### src/rtl/gsp_pkg.sv
`default_nettype none

package gsp_pkg;

  localparam int unsigned IN_WIDTH    = 32;
  localparam int unsigned OUT_WIDTH   = 43;
  localparam int unsigned N_WIDTH_DEF = 32;

  typedef enum logic [3:0] {
    S_IDLE,
    S_TEST,
    S_DIV,
    S_EVAL,
    S_MUL_TERM,
    S_MUL_PW,
    S_MUL_RES,
    S_NEXT,
    S_TAIL,
    S_MUL_TAIL,
    S_OUT
  } state_e;

  typedef enum logic [2:0] {
    MUL_NONE,
    MUL_TERM_P,
    MUL_PW_P,
    MUL_RES_TERM,
    MUL_RES_TAIL
  } mul_op_e;

  typedef struct packed {
    logic    load;
    logic    div_load;
    logic    div_step;
    logic    take_quot;
    logic    next_p;
    mul_op_e mul_op;
  } cmd_t;

  typedef struct packed {
    logic psq_le_rest;
    logic div_last;
    logic rem_zero;
    logic pw_one;
    logic mul_done;
    logic rest_gt1;
  } sts_t;

endpackage

`default_nettype wire

### src/rtl/gsp_ctrl.sv
`default_nettype none

module gsp_ctrl (
  input  wire logic          clk_i,
  input  wire logic          rst_ni,
  input  wire logic          start_i,
  output logic               busy_o,
  output logic               done_o,
  output gsp_pkg::cmd_t      cmd_o,
  input  wire gsp_pkg::sts_t sts_i
);
  import gsp_pkg::*;

  state_e state_q, state_d;

  always_ff @(posedge clk_i or negedge rst_ni) begin
    if (!rst_ni) begin
      state_q <= S_IDLE;
    end else begin
      state_q <= state_d;
    end
  end

  always_comb begin
    state_d = state_q;
    unique case (state_q)
      S_IDLE:     if (start_i) state_d = S_TEST;
      S_TEST:     state_d = sts_i.psq_le_rest ? S_DIV : S_TAIL;
      S_DIV:      if (sts_i.div_last) state_d = S_EVAL;
      S_EVAL: begin
        if (sts_i.rem_zero) begin
          state_d = S_MUL_TERM;
        end else if (sts_i.pw_one) begin
          state_d = S_NEXT;
        end else begin
          state_d = S_MUL_RES;
        end
      end
      S_MUL_TERM: if (sts_i.mul_done) state_d = S_MUL_PW;
      S_MUL_PW:   if (sts_i.mul_done) state_d = S_DIV;
      S_MUL_RES:  if (sts_i.mul_done) state_d = S_NEXT;
      S_NEXT:     state_d = S_TEST;
      S_TAIL:     state_d = sts_i.rest_gt1 ? S_MUL_TAIL : S_OUT;
      S_MUL_TAIL: if (sts_i.mul_done) state_d = S_OUT;
      S_OUT:      state_d = S_IDLE;
      default:    state_d = S_IDLE;
    endcase
  end

  always_comb begin
    cmd_o           = '0;
    cmd_o.mul_op    = MUL_NONE;
    busy_o          = 1'b1;
    done_o          = 1'b0;
    unique case (state_q)
      S_IDLE: begin
        busy_o     = 1'b0;
        cmd_o.load = start_i;
      end
      S_TEST:     cmd_o.div_load = sts_i.psq_le_rest;
      S_DIV:      cmd_o.div_step = 1'b1;
      S_EVAL:     cmd_o.take_quot = sts_i.rem_zero;
      S_MUL_TERM: cmd_o.mul_op = MUL_TERM_P;
      S_MUL_PW: begin
        cmd_o.mul_op   = MUL_PW_P;
        cmd_o.div_load = sts_i.mul_done;
      end
      S_MUL_RES:  cmd_o.mul_op = MUL_RES_TERM;
      S_NEXT:     cmd_o.next_p = 1'b1;
      S_TAIL:     ;
      S_MUL_TAIL: cmd_o.mul_op = MUL_RES_TAIL;
      S_OUT:      done_o = 1'b1;
      default:    ;
    endcase
  end

  a_done_single: assert property (@(posedge clk_i) disable iff (!rst_ni)
    done_o |=> !done_o)
    else $error("done strobe lasted more than one cycle");

  a_start_busy: assert property (@(posedge clk_i) disable iff (!rst_ni)
    (start_i && !busy_o) |=> busy_o)
    else $error("accepted word did not make the block busy");

  a_div_exit: assert property (@(posedge clk_i) disable iff (!rst_ni)
    (state_q == S_DIV && sts_i.div_last) |=> state_q == S_EVAL)
    else $error("division did not end in evaluation");

endmodule

`default_nettype wire

### src/rtl/gsp_dp.sv
`default_nettype none

module gsp_dp #(
  parameter int unsigned N_WIDTH = gsp_pkg::N_WIDTH_DEF
) (
  input  wire logic                          clk_i,
  input  wire logic                          rst_ni,
  input  wire logic [gsp_pkg::IN_WIDTH-1:0]  n_i,
  input  wire gsp_pkg::cmd_t                 cmd_i,
  output gsp_pkg::sts_t                      sts_o,
  output logic [gsp_pkg::OUT_WIDTH-1:0]      gcd_sum_o
);
  import gsp_pkg::*;

  localparam int unsigned PW  = (N_WIDTH + 1) / 2 + 1;
  localparam int unsigned SQW = N_WIDTH + 2;
  localparam int unsigned CW  = $clog2(N_WIDTH);
  localparam int unsigned OW  = OUT_WIDTH;

  logic [N_WIDTH-1:0] rest_q, rest_d;
  logic [PW-1:0]      p_q, p_d;
  logic [SQW-1:0]     psq_q, psq_d;
  logic [N_WIDTH-1:0] dvd_q, dvd_d;
  logic [PW-1:0]      rem_q, rem_d;
  logic [CW-1:0]      cnt_q, cnt_d;
  logic [OW-1:0]      term_q, term_d;
  logic [OW-1:0]      pw_q, pw_d;
  logic [OW-1:0]      res_q, res_d;
  logic [OW-1:0]      mul_a_q, mul_a_d;
  logic [OW-1:0]      mul_b_q, mul_b_d;
  logic [OW-1:0]      mul_acc_q, mul_acc_d;
  logic               mul_run_q, mul_run_d;

  logic [N_WIDTH-1:0] n_masked;
  logic [PW:0]        rem_sh;
  logic               rem_ge;
  logic [N_WIDTH:0]   tail;
  logic [OW-1:0]      op_a, op_b;
  logic               mul_fin;

  assign n_masked = n_i[N_WIDTH-1:0];
  assign rem_sh   = {rem_q, dvd_q[N_WIDTH-1]};
  assign rem_ge   = rem_sh >= {1'b0, p_q};
  assign tail     = {rest_q, 1'b0} - (N_WIDTH + 1)'(1);
  assign mul_fin  = mul_run_q && (mul_b_q == '0);

  always_comb begin
    case (cmd_i.mul_op)
      MUL_TERM_P: begin
        op_a = term_q;
        op_b = OW'(p_q);
      end
      MUL_PW_P: begin
        op_a = pw_q;
        op_b = OW'(p_q);
      end
      MUL_RES_TERM: begin
        op_a = res_q;
        op_b = term_q;
      end
      MUL_RES_TAIL: begin
        op_a = res_q;
        op_b = OW'(tail);
      end
      default: begin
        op_a = '0;
        op_b = '0;
      end
    endcase
  end

  always_comb begin
    rest_d    = rest_q;
    p_d       = p_q;
    psq_d     = psq_q;
    dvd_d     = dvd_q;
    rem_d     = rem_q;
    cnt_d     = cnt_q;
    term_d    = term_q;
    pw_d      = pw_q;
    res_d     = res_q;
    mul_a_d   = mul_a_q;
    mul_b_d   = mul_b_q;
    mul_acc_d = mul_acc_q;
    mul_run_d = mul_run_q;

    if (cmd_i.load) begin
      rest_d = n_masked;
      res_d  = (n_masked == '0) ? '0 : OW'(1);
      p_d    = PW'(2);
      psq_d  = SQW'(4);
      term_d = OW'(1);
      pw_d   = OW'(1);
    end

    if (cmd_i.div_load) begin
      dvd_d = rest_q;
      rem_d = '0;
      cnt_d = '0;
    end else if (cmd_i.div_step) begin
      dvd_d = {dvd_q[N_WIDTH-2:0], rem_ge};
      rem_d = rem_ge ? rem_sh[PW-1:0] - p_q : rem_sh[PW-1:0];
      cnt_d = cnt_q + CW'(1);
    end

    if (cmd_i.take_quot) begin
      rest_d = dvd_q;
    end

    if (cmd_i.next_p) begin
      p_d    = p_q + PW'(1);
      psq_d  = psq_q + SQW'({p_q, 1'b0}) + SQW'(1);
      term_d = OW'(1);
      pw_d   = OW'(1);
    end

    if (cmd_i.mul_op != MUL_NONE) begin
      if (!mul_run_q) begin
        mul_a_d   = op_a;
        mul_b_d   = op_b;
        mul_acc_d = '0;
        mul_run_d = 1'b1;
      end else if (mul_fin) begin
        mul_run_d = 1'b0;
        case (cmd_i.mul_op) inside
          MUL_TERM_P: term_d = mul_acc_q;
          MUL_PW_P: begin
            pw_d   = mul_acc_q;
            term_d = term_q + mul_acc_q - pw_q;
          end
          MUL_RES_TERM,
          MUL_RES_TAIL: res_d = mul_acc_q;
          default: ;
        endcase
      end else begin
        if (mul_b_q[0]) begin
          mul_acc_d = mul_acc_q + mul_a_q;
        end
        mul_a_d = {mul_a_q[OW-2:0], 1'b0};
        mul_b_d = {1'b0, mul_b_q[OW-1:1]};
      end
    end
  end

  always_ff @(posedge clk_i or negedge rst_ni) begin
    if (!rst_ni) begin
      rest_q    <= '0;
      p_q       <= PW'(2);
      psq_q     <= SQW'(4);
      dvd_q     <= '0;
      rem_q     <= '0;
      cnt_q     <= '0;
      term_q    <= OW'(1);
      pw_q      <= OW'(1);
      res_q     <= '0;
      mul_a_q   <= '0;
      mul_b_q   <= '0;
      mul_acc_q <= '0;
      mul_run_q <= 1'b0;
    end else begin
      rest_q    <= rest_d;
      p_q       <= p_d;
      psq_q     <= psq_d;
      dvd_q     <= dvd_d;
      rem_q     <= rem_d;
      cnt_q     <= cnt_d;
      term_q    <= term_d;
      pw_q      <= pw_d;
      res_q     <= res_d;
      mul_a_q   <= mul_a_d;
      mul_b_q   <= mul_b_d;
      mul_acc_q <= mul_acc_d;
      mul_run_q <= mul_run_d;
    end
  end

  assign sts_o.psq_le_rest = psq_q <= SQW'(rest_q);
  assign sts_o.div_last    = cnt_q == CW'(N_WIDTH - 1);
  assign sts_o.rem_zero    = rem_q == '0;
  assign sts_o.pw_one      = pw_q == OW'(1);
  assign sts_o.mul_done    = mul_fin;
  assign sts_o.rest_gt1    = rest_q > N_WIDTH'(1);

  assign gcd_sum_o = res_q;

  a_rem_below_divisor: assert property (@(posedge clk_i) disable iff (!rst_ni)
    cmd_i.div_step |=> rem_q < p_q)
    else $error("division remainder not below the trial divisor");

  a_square_tracks: assert property (@(posedge clk_i) disable iff (!rst_ni)
    psq_q == SQW'(p_q) * SQW'(p_q))
    else $error("running square lost track of the trial divisor");

  a_mul_release: assert property (@(posedge clk_i) disable iff (!rst_ni)
    mul_fin |=> !mul_run_q)
    else $error("multiplier did not release after writeback");

endmodule

`default_nettype wire

### src/rtl/gcd_sum_pillai.sv
// Computes the gcd sum of n (sum of gcd(k, n) for k = 1 .. n) from the low N_WIDTH bits of
// n_i, which is accepted when start is high while busy is low. The result is held on
// gcd_sum_o until the next word is loaded, and done_o is high for exactly one cycle; the
// receiver cannot stall it. The block factors n by trial division with a bit-serial
// divider. Each division that finds a factor adds two shift-add multiplications and each
// distinct prime factor one more. The run time therefore grows with the square root of
// the largest remaining cofactor: it is longest for a prime n, far shorter for numbers
// with small factors, and shortest for n = 0 or 1. One word is processed at a time.
`default_nettype none

module gcd_sum_pillai #(
  parameter int unsigned N_WIDTH = gsp_pkg::N_WIDTH_DEF
) (
  input  wire logic                          clk_i,
  input  wire logic                          rst_ni,
  input  wire logic                          start,
  output logic                               busy,
  input  wire logic [gsp_pkg::IN_WIDTH-1:0]  n_i,
  output logic                               done_o,
  output logic [gsp_pkg::OUT_WIDTH-1:0]      gcd_sum_o
);
  import gsp_pkg::*;

  cmd_t cmd;
  sts_t sts;

  gsp_ctrl u_ctrl (
    .clk_i   (clk_i),
    .rst_ni  (rst_ni),
    .start_i (start),
    .busy_o  (busy),
    .done_o  (done_o),
    .cmd_o   (cmd),
    .sts_i   (sts)
  );

  gsp_dp #(
    .N_WIDTH (N_WIDTH)
  ) u_dp (
    .clk_i     (clk_i),
    .rst_ni    (rst_ni),
    .n_i       (n_i),
    .cmd_i     (cmd),
    .sts_o     (sts),
    .gcd_sum_o (gcd_sum_o)
  );

endmodule

`default_nettype wire
### config.mk
export PLATFORM = sky130hd
export DESIGN_NAME = gcd_sum_pillai
export DESIGN_NICKNAME = d
export VERILOG_FILES = /design/src/rtl/gsp_pkg.sv /design/src/rtl/gsp_ctrl.sv /design/src/rtl/gsp_dp.sv /design/src/rtl/gcd_sum_pillai.sv
export SDC_FILE = /design/constraint.sdc
export NUM_CORES = 1
export LEC_CHECK = 0
export BUFFER_PORTS_ARGS = -buffer_cell sky130_fd_sc_hd__clkbuf_2
export CAP_MARGIN = 20
export CORE_MARGIN = 2
export CORE_UTILIZATION = 25
export DETAILED_ROUTE_END_ITERATION = 6
export PLACE_DENSITY = 0.45
export SLEW_MARGIN = 20
export SYNTH_ARGS = -nofsm -noshare
export SYNTH_HDL_FRONTEND = slang
export SYNTH_SLANG_ARGS = --single-unit
### constraint.sdc
create_clock -name clk_i -period 4.15 [get_ports clk_i]
set_clock_uncertainty 0.2 [all_clocks]
set_input_delay 0.415 -clock clk_i [delete_from_list [all_inputs] [get_ports clk_i]]
set_output_delay 0.415 -clock clk_i [all_outputs]
set_load 0.02 [all_outputs]
; Word-level counts from Yosys, hierarchy flattened
; Index checks and enable logic that the tools add are counted.
[op_classes]
n_eq_ne = 24
n_reduce_logical = 14
magnitude_cmp = 3
n_mul = 0
shifts = 0
bitwise_logic = 0
div_mod_pow = 0
addsub = 9
mux = 65
[ops]
columns = cell, n
row1 = 43-bit two-way mux, 28
row2 = 43-bit case mux with 3 select lines, 2
row3 = 32-bit two-way mux, 4
row4 = 43-bit adder, 2
row5 = 17-bit two-way mux, 5
row6 = 34-bit two-way mux, 2
row7 = "43-bit by 1-bit equality test with 1-bit output, second input constant", 1
row8 = 43-bit zero test, 1
row9 = 43-bit subtractor, 1
row10 = 4-bit case mux with 10 select lines, 1
row11 = "34-bit by 1-bit adder with 34-bit output, second input constant", 1
row12 = 34-bit by 18-bit adder with 34-bit output, 1
row13 = 34-bit by 32-bit less-or-equal comparator with 1-bit output, 1
row14 = "33-bit by 1-bit subtractor with 33-bit output, second input constant", 1
row15 = "32-bit by 1-bit > comparator with 1-bit output, second input constant", 1
row16 = 32-bit zero test, 1
row17 = 4-bit two-way mux, 8
row18 = 18-bit by 17-bit >= comparator with 1-bit output, 1
row19 = "17-bit by 1-bit adder with 17-bit output, second input constant", 1
row20 = 17-bit zero test, 1
row21 = 17-bit subtractor, 1
row22 = "4-bit by 3-bit equality test with 1-bit output, second input constant", 4
row23 = "4-bit equality test, second input constant", 3
row24 = 3-bit case mux with 4 select lines, 1
row25 = 21 further kinds, 42
[word_totals]
ramBits = 0
in_bits = 35
out_inout_bits = 45
n_memories = 0
romBits = 0
latch_bits = 0
elab_cells = 129
regBits = 400

; Logic depth before layout (Yosys ltp)
; Gate-level depths: netlist of the first run.
[logic_depth]
ltp_word = 10
ltp_mapped = 17
mapped_depth_nobuf = 17

; Modules after synthesis
; A second synthesis of the first run with hierarchy kept.
[hier_totals]
hier_cells = 3232
area_unflattened_um2 = 27697.8
[modules_own_cells]
columns = module, cells_each, area_each_um2, seq_area_each_um2, instances
row1 = gsp_dp, 3180, 27304.9, 9914.5, 1
row2 = gsp_ctrl, 52, 392.9, 100.1, 1

; Least setup slack after synthesis of the first run
; Ideal clock, no wire load.
[synth_path]
path_type = register -> register
startpoint = register u_dp.mul_acc_q[1]
endpoint = register u_dp.term_q[35]
setup_ns = 0.099
path_stages_with_launch = 16
slack_ns = 0.402
synth_period_minus_slack_ns = 3.748
arrival_time_ns = 3.449
t_required_ns = 3.851
n_path_buf = 0
path_cell_list = dfrtp_1 > inv_1 > fa_1 > inv_1 > ha_1 > a211oi_1 > nor3_1 > o2111ai_1 > nand4b_1 > o21ai_2 > o31ai_4 > a221o_2 > a31oi_4 > xnor2_1 > a311oi_1 > a311oi_1
[synth_between]
elab_chain_cells = 7
[synth_lines]
columns = item, line_no
row1 = "start, declared", gsp_dp.sv:31  ; logic [OW-1:0] mul_acc_q, mul_acc_d;
row2 = "start signal, assigned", gsp_dp.sv:172  ; mul_acc_q <= mul_acc_d;
row3 = 43-bit adder, gsp_dp.sv:129  ; term_d = term_q + mul_acc_q - pw_q;
row4 = 43-bit subtractor, gsp_dp.sv:129
row5 = 43-bit two-way mux (2 in series), gsp_dp.sv:125  ; case (cmd_i.mul_op) inside
row6 = 43-bit two-way mux, gsp_dp.sv:123  ; end else if (mul_fin) begin
row7 = 43-bit two-way mux, gsp_dp.sv:118  ; if (!mul_run_q) begin
row8 = 43-bit two-way mux, gsp_dp.sv:117  ; if (cmd_i.mul_op != MUL_NONE) begin
row9 = named net u_dp.term_d[35], gsp_dp.sv:26  ; logic [OW-1:0] term_q, term_d;
row10 = "end signal, assigned", gsp_dp.sv:167  ; term_q <= term_d;
row11 = "end, declared", gsp_dp.sv:26
; The timed path passes the listed nets, and every way through them passes these cells.
; A chain may end at the register's enable or synchronous reset.

; Final worst setup path of the first run
[layout_path]
startpoint = register u_dp.mul_acc_q[6]
endpoint = register u_dp.term_q[35]
; Same word-level chain as after synthesis.

==> qor.csv, run 1 <==
stage;metric;value;unit
yosys;yosys.area.top_type_share;36.7;%
clock_network;cts_sinks;400;
yosys;syn_avg_cell_area;8.56;um2
yosys;synth_area;27000;um2
yosys;ys_warn_count;0;
critical_path;cp_cell_sequence;inv_1 > fa_1 > inv_1 > ha_1 > a21o_1 > a21oi_1 > and4b_1 > nand4b_1 > o21ai_4 > o31ai_4 > a221o_2 > a31oi_4 > xnor2_1 > a311oi_1 > a311oi_1;
final_layout;fin_nets;3492;
critical_path;crit_buf_inv;2;
global_routing;grt.met2_usage;28.2;%
timing;hold_violations;0;
route;drt_iter0_drc;1749;
yosys;synthTopCellsByCount;423 x nand2_1, 396 x dfrtp_1, 372 x o21ai_0;
status;violations;DRC;
route;ant_nets;0;
clock_network;insertion_delay;0.61;ns
placed_design;dpl.hpwl;67900;um
timing;fin_crit;3.99;ns
critical_path;worstPathRequired;4.47;ns
yosys;synthMuxAreaShare;1.30;%
floorplanning;fp.dieW;333;um
clock_network;root_buffer;clkbuf_16;
clock_network;clk_path_buf_depth;3;
global_routing;grt_antenna_before_repair;1;
route;routedWlPerCell;20.1;um
placed_design;dpl_cell_area;29500;um2
global_routing;grt_max_degree;85;
global_routing;grt.busiest_layer;met2;
timing;finalSetupViolCount;0;
critical_path;crit_path_start_kind;register;
yosys;synth_compound_area_share;24.8;%
timing;worstMarginPinSlew;0.949;ns
floorplanning;start_util;25.2;%
timing;timing.final.max_slew_violations;0;
critical_path;arrival;4.30;ns
timing;grt_setup_unrepaired;true;
power_and_ir_drop;p_leak;14.3;nW
clock_network;clkSlewWorstSetupHoldPaths;0.06;ns
yosys;synthTopCellsByArea;dfrtp_1 37%, ha_1 7.2%, o21ai_0 6.9%;
final_layout;postLayoutCellArea;31800;um2
global_routing;grt_overflow;0;
final_layout;n_antenna_cell;0;
job;maxCapViolations;0;
global_routing;grtUsageMet1;22.9;%
clock_network;cts_buffers;50;
power_and_ir_drop;total_power;0.0301;W
critical_path;cpMaxStageDelayCell;fa_1;
global_routing;grt.total_usage;16.9;%
power_and_ir_drop;p_per_area;946;nW/um2
yosys;synth.most_common_cell;nand2_1;
yosys;synth-seq-cells;400;
critical_path;endpoint_kind;register;
timing;max_freq;251;MHz
yosys;synth_simple_gate_area_share;15.9;%
status;status;finished, violations left;
global_routing;met3_usage;1.98;%
yosys;synth_enable_flop_cells;0;
clock_network;cts-htree-levels;2;
placed_design;portBuffers;79;
critical_path;criticalPathCategory;reg -> reg;
timing;tns;0;ns
power_and_ir_drop;peakVddDrop;0.000450;V
route;vias;23700;
yosys;yosysSeqAreaShare;37.0;%
placed_design;gp_congestion;0.869;
critical_path;max_stage_delay;0.53;ns
final_layout;area_growth;17.6;%
timing;slew_headroom;36.7;%
yosys;synth_cell_types;89;
yosys;synth_xor_area_share;4.31;%
yosys;async_flop_share;100;%
yosys;synth_nets;3394;
yosys;synth_fa_ha_area_share;10.6;%
global_routing;grt_pass1_vias;23500;
timing;fin_crit_sh;96.1;%
route;dr.pass1.iters;7;
yosys;synthCells;3158;
floorplanning;num_rows;120;
hold_path;hold_class;in -> async;
yosys;ys.flop_type;dfrtp_1;
final_layout;layout-drive-gt1-share;10.9;%
floorplanning;ios;80;
floorplanning;die_area;111000;um2
floorplanning;die_y;333;um
route;via_per_inst;5.04;
yosys;yosysTopAreaCell;dfrtp_1;
floorplanning;core-area;107000;um2
critical_path;cp_top_family;compound AO/OA/AOI/OAI gates;
route;remaining_drc_errors;5;
route;wirelength;94200;um
yosys;synth_top_family_by_area;compound AO/OA/AOI/OAI gates;
global_routing;grt_pass1_wl;148000;um
critical_path;critical_path_peak_fanout;6;
clock_network;tritoncts;done;
-- report_power, final --
group	switching, W	leakage, nW	internal (W)
Clock	0.00188	0.861	0.00286
Combinational	0.0112	8.04	0.00755
Sequential	0.00144	5.36	0.00512
-- path summary, 6_finish.rpt --
kind                                endpoint              start  slack [ns]  depth (start not counted)
max                          u_dp.term_q[35]  u_dp.mul_acc_q[6]        0.16                         15
min                           u_dp.rest_q[7]             rst_ni        0.14                          2
max reg2reg                  u_dp.term_q[35]  u_dp.mul_acc_q[6]        0.16                         15
min reg2reg                  u_dp.rest_q[25]    u_dp.rest_q[25]        0.28                          2
max in group asynchronous    u_dp.term_q[16]             rst_ni        2.63                          3
min in group clk_i         u_ctrl.state_q[1]              start        0.15                          3
-- layout make-up --
cell class                 instances  area (um2)
multi-input combinational       2324       15600
timing repair buffer             229        1750
inverter                         251         945
fill                           11500       75400
sequential                       400       10000
tap                             1403        1760
clock buffer                      71        1490
clock inverter                    18         249
-- per-stage QoR --
| stage | worst slack, ns | util, % | instances | hold WS, ns |
|---|---|---|---|---|
| 2_1_floorplan | 0.402 | - | 3158 | -0.0806 |
| 3_3_place_gp | 0.0369 | 27.5 | 4566 | 0.217 |
| 3_5_place_dp | 0.0371 | 27.5 | 4566 | 0.215 |
| 4_1_cts | 0.0449 | 29.5 | 4688 | 0.103 |
| 5_1_grt | -0.0327 | 29.7 | 4696 | 0.140 |
| 6_report | 0.163 | 29.7 | 4696 | 0.142 |
-- registers in the layout, indices dropped and copies added, names as in the netlist --
| signal | count |
|---|---|
| u_dp.mul_a_q | 43 |
| u_dp.mul_acc_q | 43 |
| u_dp.psq_q | 34 |
| u_dp.cnt_q | 5 |
| u_dp.p_q | 17 |
| u_dp.dvd_q | 32 |
| u_dp.mul_b_q | 43 |
| u_ctrl.state_q | 4 |
| u_dp.pw_q | 43 |
| u_dp.rem_q | 17 |
| u_dp.rest_q | 32 |
| u_dp.gcd_sum_o | 43 |
| u_dp.mul_run_q | 1 |
| u_dp.term_q | 43 |
-- cell usage in the layout (no fill, tap or decap), types with 34 or more instances in the layout --
cell type,synthesis,layout
a22oi_1,36,36
dfrtp_1,396,389
nor4_1,61,61
clkbuf_2,0,78
xor2_1,53,53
nor3_1,54,53
nor2_1,99,94
clkbuf_16,0,51
ha_1,156,152
a221o_1,89,89
a21oi_1,188,185
inv_1,249,246
xnor2_1,80,80
nand4_1,39,39
a21o_1,77,77
o21ai_0,372,372
nand3_1,121,120
fa_1,45,43
buf_4,0,106
mux2i_1,34,34
nand2_1,423,422
-- kinds of logic (layout without fill, tap and decap cells) --
logic type,Yosys count,count (layout)
muxes,35,35
buffers and inverters,434,569
adders and majority gates,201,201
AOI/OAI and AO/OA,1036,1036
xor gates and xnor gates,133,133
DFF,400,400
and+or+nand+nor,919,919
-- timing repair --
item,4_1_cts,5_1_grt
endpoints found under the hold margin,87,0
hold buffers,33,0
setup buffers,0,8
endpoints found under the setup margin,2,9
pin swaps,0,16
gates resized for setup,1,30
-- layer usage --
layer,part of all wire [%],vias up
li1,-,11500
met1,46,11600
met2,47,414
met3,3.4,107
met4,2.9,2
met5,0.014,-
Power figures use the tool's default switching activity.
==> run 2: changes to the inputs <==
--- a/config.mk
+++ b/config.mk
@@ -7,10 +7,12 @@
 export LEC_CHECK = 0
 export BUFFER_PORTS_ARGS = -buffer_cell sky130_fd_sc_hd__clkbuf_2
 export CAP_MARGIN = 20
+export CELL_PAD_IN_SITES_DETAIL_PLACEMENT = 1
+export CELL_PAD_IN_SITES_GLOBAL_PLACEMENT = 1
 export CORE_MARGIN = 2
 export CORE_UTILIZATION = 25
 export DETAILED_ROUTE_END_ITERATION = 6
-export PLACE_DENSITY = 0.45
+export PLACE_DENSITY = 0.55
 export SLEW_MARGIN = 20
 export SYNTH_ARGS = -nofsm -noshare
 export SYNTH_HDL_FRONTEND = slang
==> constraint.sdc (replaced) <==
create_clock -name clk_i -period 3.4 [get_ports clk_i]
set_clock_uncertainty 0.2 [all_clocks]
set_input_delay 0.34 -clock clk_i [delete_from_list [all_inputs] [get_ports clk_i]]
set_output_delay 0.34 -clock clk_i [all_outputs]
set_load 0.02 [all_outputs]
==> qor.csv, run 2 (synthesis gave the netlist of run 1 again) <==
stage;metric;value;unit;change
status;violations;setup timing;;
global_routing;grt_pass1_vias;26700;;+14%
final_layout;final_cell_mix;446 x buf_4, 416 x nand2_1, 392 x dfrtp_1, 355 x o21ai_0, 220 x inv_1;;
critical_path;arrival;4.12;ns;-0.18 ns
power_and_ir_drop;p_leak;16.2;nW;+14%
floorplanning;die_area;111000;um2;unchanged
critical_path;crit_buf_inv;2;;unchanged
timing;grt_setup_unrepaired;true;;
route;remaining_drc_errors;0;;-5
timing;hold_violations;0;;unchanged
timing;setup_ws;-0.356;ns;-0.519 ns
route;ant_nets;0;;unchanged
critical_path;cpMaxStageDelayCell;fa_2;;
floorplanning;ios;80;;unchanged
global_routing;grt_antenna_before_repair;1;;unchanged
final_layout;final_common_cell;buf_4;;
floorplanning;core-area;107000;um2;unchanged
final_layout;layout-drive-gt1-share;23.5;%;+13 points
clock_network;clkSlewWorstSetupHoldPaths;0.06;ns;about the same
power_and_ir_drop;peakVddDrop;0.000785;V;+75%
critical_path;criticalPathCategory;reg -> reg;;
timing;finalSetupViolCount;18;;+18
clock_network;insertion_delay;0.65;ns;+0.04 ns
hold_path;hold_class;in -> async;;
route;vias;25800;;+9.0%
route;wirelength;107000;um;+14%
clock_network;root_buffer;clkbuf_16;;
global_routing;grt_pass1_wl;166000;um;+13%
placed_design;gp_congestion;0.837;;-3.8%
power_and_ir_drop;switchingPower;0.0200;W;+37%
floorplanning;start_util;25.2;%;unchanged
clock_network;cts-htree-levels;2;;unchanged
global_routing;grt_max_degree;115;;+35%
timing;timing.final.max_slew_violations;0;;unchanged
job;maxCapViolations;0;;unchanged
clock_network;tritoncts;done;;
critical_path;cp_top_family;compound AO/OA/AOI/OAI gates;;
power_and_ir_drop;internal_power;0.0226;W;+45%
power_and_ir_drop;p_clk_share;12.9;%;-2.9 points
clock_network;cts_buffers;51;;+2.0%
critical_path;crit_path_start_kind;register;;
global_routing;grt.total_usage;19.1;%;+2.1 points
route;drt_iter0_drc;1384;;-21%
timing;fin_crit;3.76;ns;-0.231 ns
power_and_ir_drop;p_per_area;1200;nW/um2;+27%
route;routedWlPerCell;21.2;um;+5.7%
critical_path;rr_startpoint;u_dp.mul_acc_q[1];;
critical_path;worstRegToRegCells;15;;unchanged
final_layout;fillerInstances;12600;;+9.7%
floorplanning;fp.dieW;333;um;unchanged
critical_path;cp_cell_sequence;inv_2 > fa_2 > inv_2 > ha_4 > a211oi_4 > nor3_2 > o2111ai_1 > nand4b_1 > o21ai_4 > o31ai_4 > a221o_2 > a31oi_2 > o21bai_1 > xnor2_1 > a211oi_1;;
placed_design;dpl.hpwl;78300;um;+15%
final_layout;area_growth;30.7;%;
power_and_ir_drop;combPwrFrac;68.8;%;+6.4 points
timing;worstMarginPinSlew;1.07;ns;+0.120 ns
critical_path;crit_path_frequent_cell;inv_2;;
floorplanning;die_y;333;um;unchanged
critical_path;rrSetupSlack;-0.36;ns;-0.52 ns
critical_path;endpoint_kind;register;;
status;status;finished, violations left;;
final_layout;fin_nets;3860;;+11%
power_and_ir_drop;swShare;46.9;%;-1.5 points
route;via_per_inst;5.09;;+1.0%
critical_path;critical_path_peak_fanout;4;;-2
clock_network;clk_path_buf_depth;3;;unchanged
clock_network;cts_sinks;400;;unchanged
timing;fin_crit_sh;110;%;+14 points
timing;whs;0.0413;ns;-0.101 ns
timing;slew_headroom;28.7;%;-8.0 points
floorplanning;num_rows;120;;unchanged
timing;max_freq;266;MHz;+6.1%
timing;tns;-3.48;ns;-3.48 ns
critical_path;reg2reg_to;u_dp.term_q[41];;
critical_path;worstPathRequired;3.76;ns;-0.71 ns
placed_design;portBuffers;79;;unchanged
global_routing;grt_overflow;0;;unchanged
route;dr.pass1.iters;6;;-1
critical_path;max_stage_delay;0.60;ns;+0.07 ns
power_and_ir_drop;power_frac_seq;18.2;%;-3.6 points
[run 2: layer usage]
metal  routed length [um]  global-route usage, %  vias to the layer above  share of wire, %
li1                     -                      -                    12300                 -
met1                51100                   26.5                    13000                48
met2                50800                   31.8                      357                47
met3                 3230                   1.96                      109               3.0
met4                 2320                   4.35                        0               2.2
met5                    0                      0                        -                 0
[run 2: stage by stage]
stage / util, % / worst slack [ns] / total power, W / instance area, um2 / std cells
CTS: 32.2 / -0.352 / 0.0411 / 34500 / 5022
floorplan: - / -0.225 / 0.0238 / 27200 / 3158
global placement: 29.9 / -0.473 / 0.0339 / 32000 / 4879
finish: 33.0 / -0.356 / 0.0425 / 35300 / 5066
global route: 33.0 / -0.519 / 0.0460 / 35300 / 5065
detailed placement: 29.9 / -0.539 / 0.0342 / 32000 / 4879
[run 2: what timing repair did]
action | in CTS | in global routing
hold endpoints to repair | 151 | 0
resized for setup | 74 | 140
endpoints found under the setup margin | 58 | 115
pin swaps | 66 | 81
cloned | 1 | 1
buffers inserted | 19 | 46
hold buffers | 33 | 0
[run 2: power groups by stage]
stage | registers [W] | clock network (W) | logic, W
finish | 0.00776 | 0.00549 | 0.0293
floorplan | 0.00759 | 0 | 0.0162
detailed placement | 0.00782 | 0 | 0.0264
global route | 0.00795 | 0.00582 | 0.0322
global placement | 0.00779 | 0 | 0.0261
CTS | 0.00775 | 0.00566 | 0.0277
[run 2: area by class of cell]
type	instances	area, um2	area share, %
diodes	1	2.50	0.00708
clock buffers	72	1500	4.23
clock inverters	19	143	0.404
inverters	251	942	2.67
multi-input cells	2324	16300	46.3
flip-flops and latches	400	10000	28.4
well taps	1403	1760	4.97
repair buffers	596	4630	13.1
[run 2: worst max-delay path by stage]
| stage | start | to | slack (ns) | cells after the start |
|---|---|---|---|---|
| floorplan | u_dp.term_q[18] | u_dp.term_q[41] | -0.23 | 16 |
| global placement | u_dp.mul_acc_q[2] | u_dp.term_q[40] | -0.47 | 16 |
| detailed placement | u_dp.mul_a_q[0] | u_dp.mul_acc_q[42] | -0.54 | 16 |
| CTS | u_dp.term_q[0] | u_dp.term_q[38] | -0.35 | 18 |
| global route | u_dp.term_q[0] | u_dp.term_q[38] | -0.52 | 18 |
| finish | u_dp.mul_acc_q[1] | u_dp.term_q[41] | -0.36 | 15 |
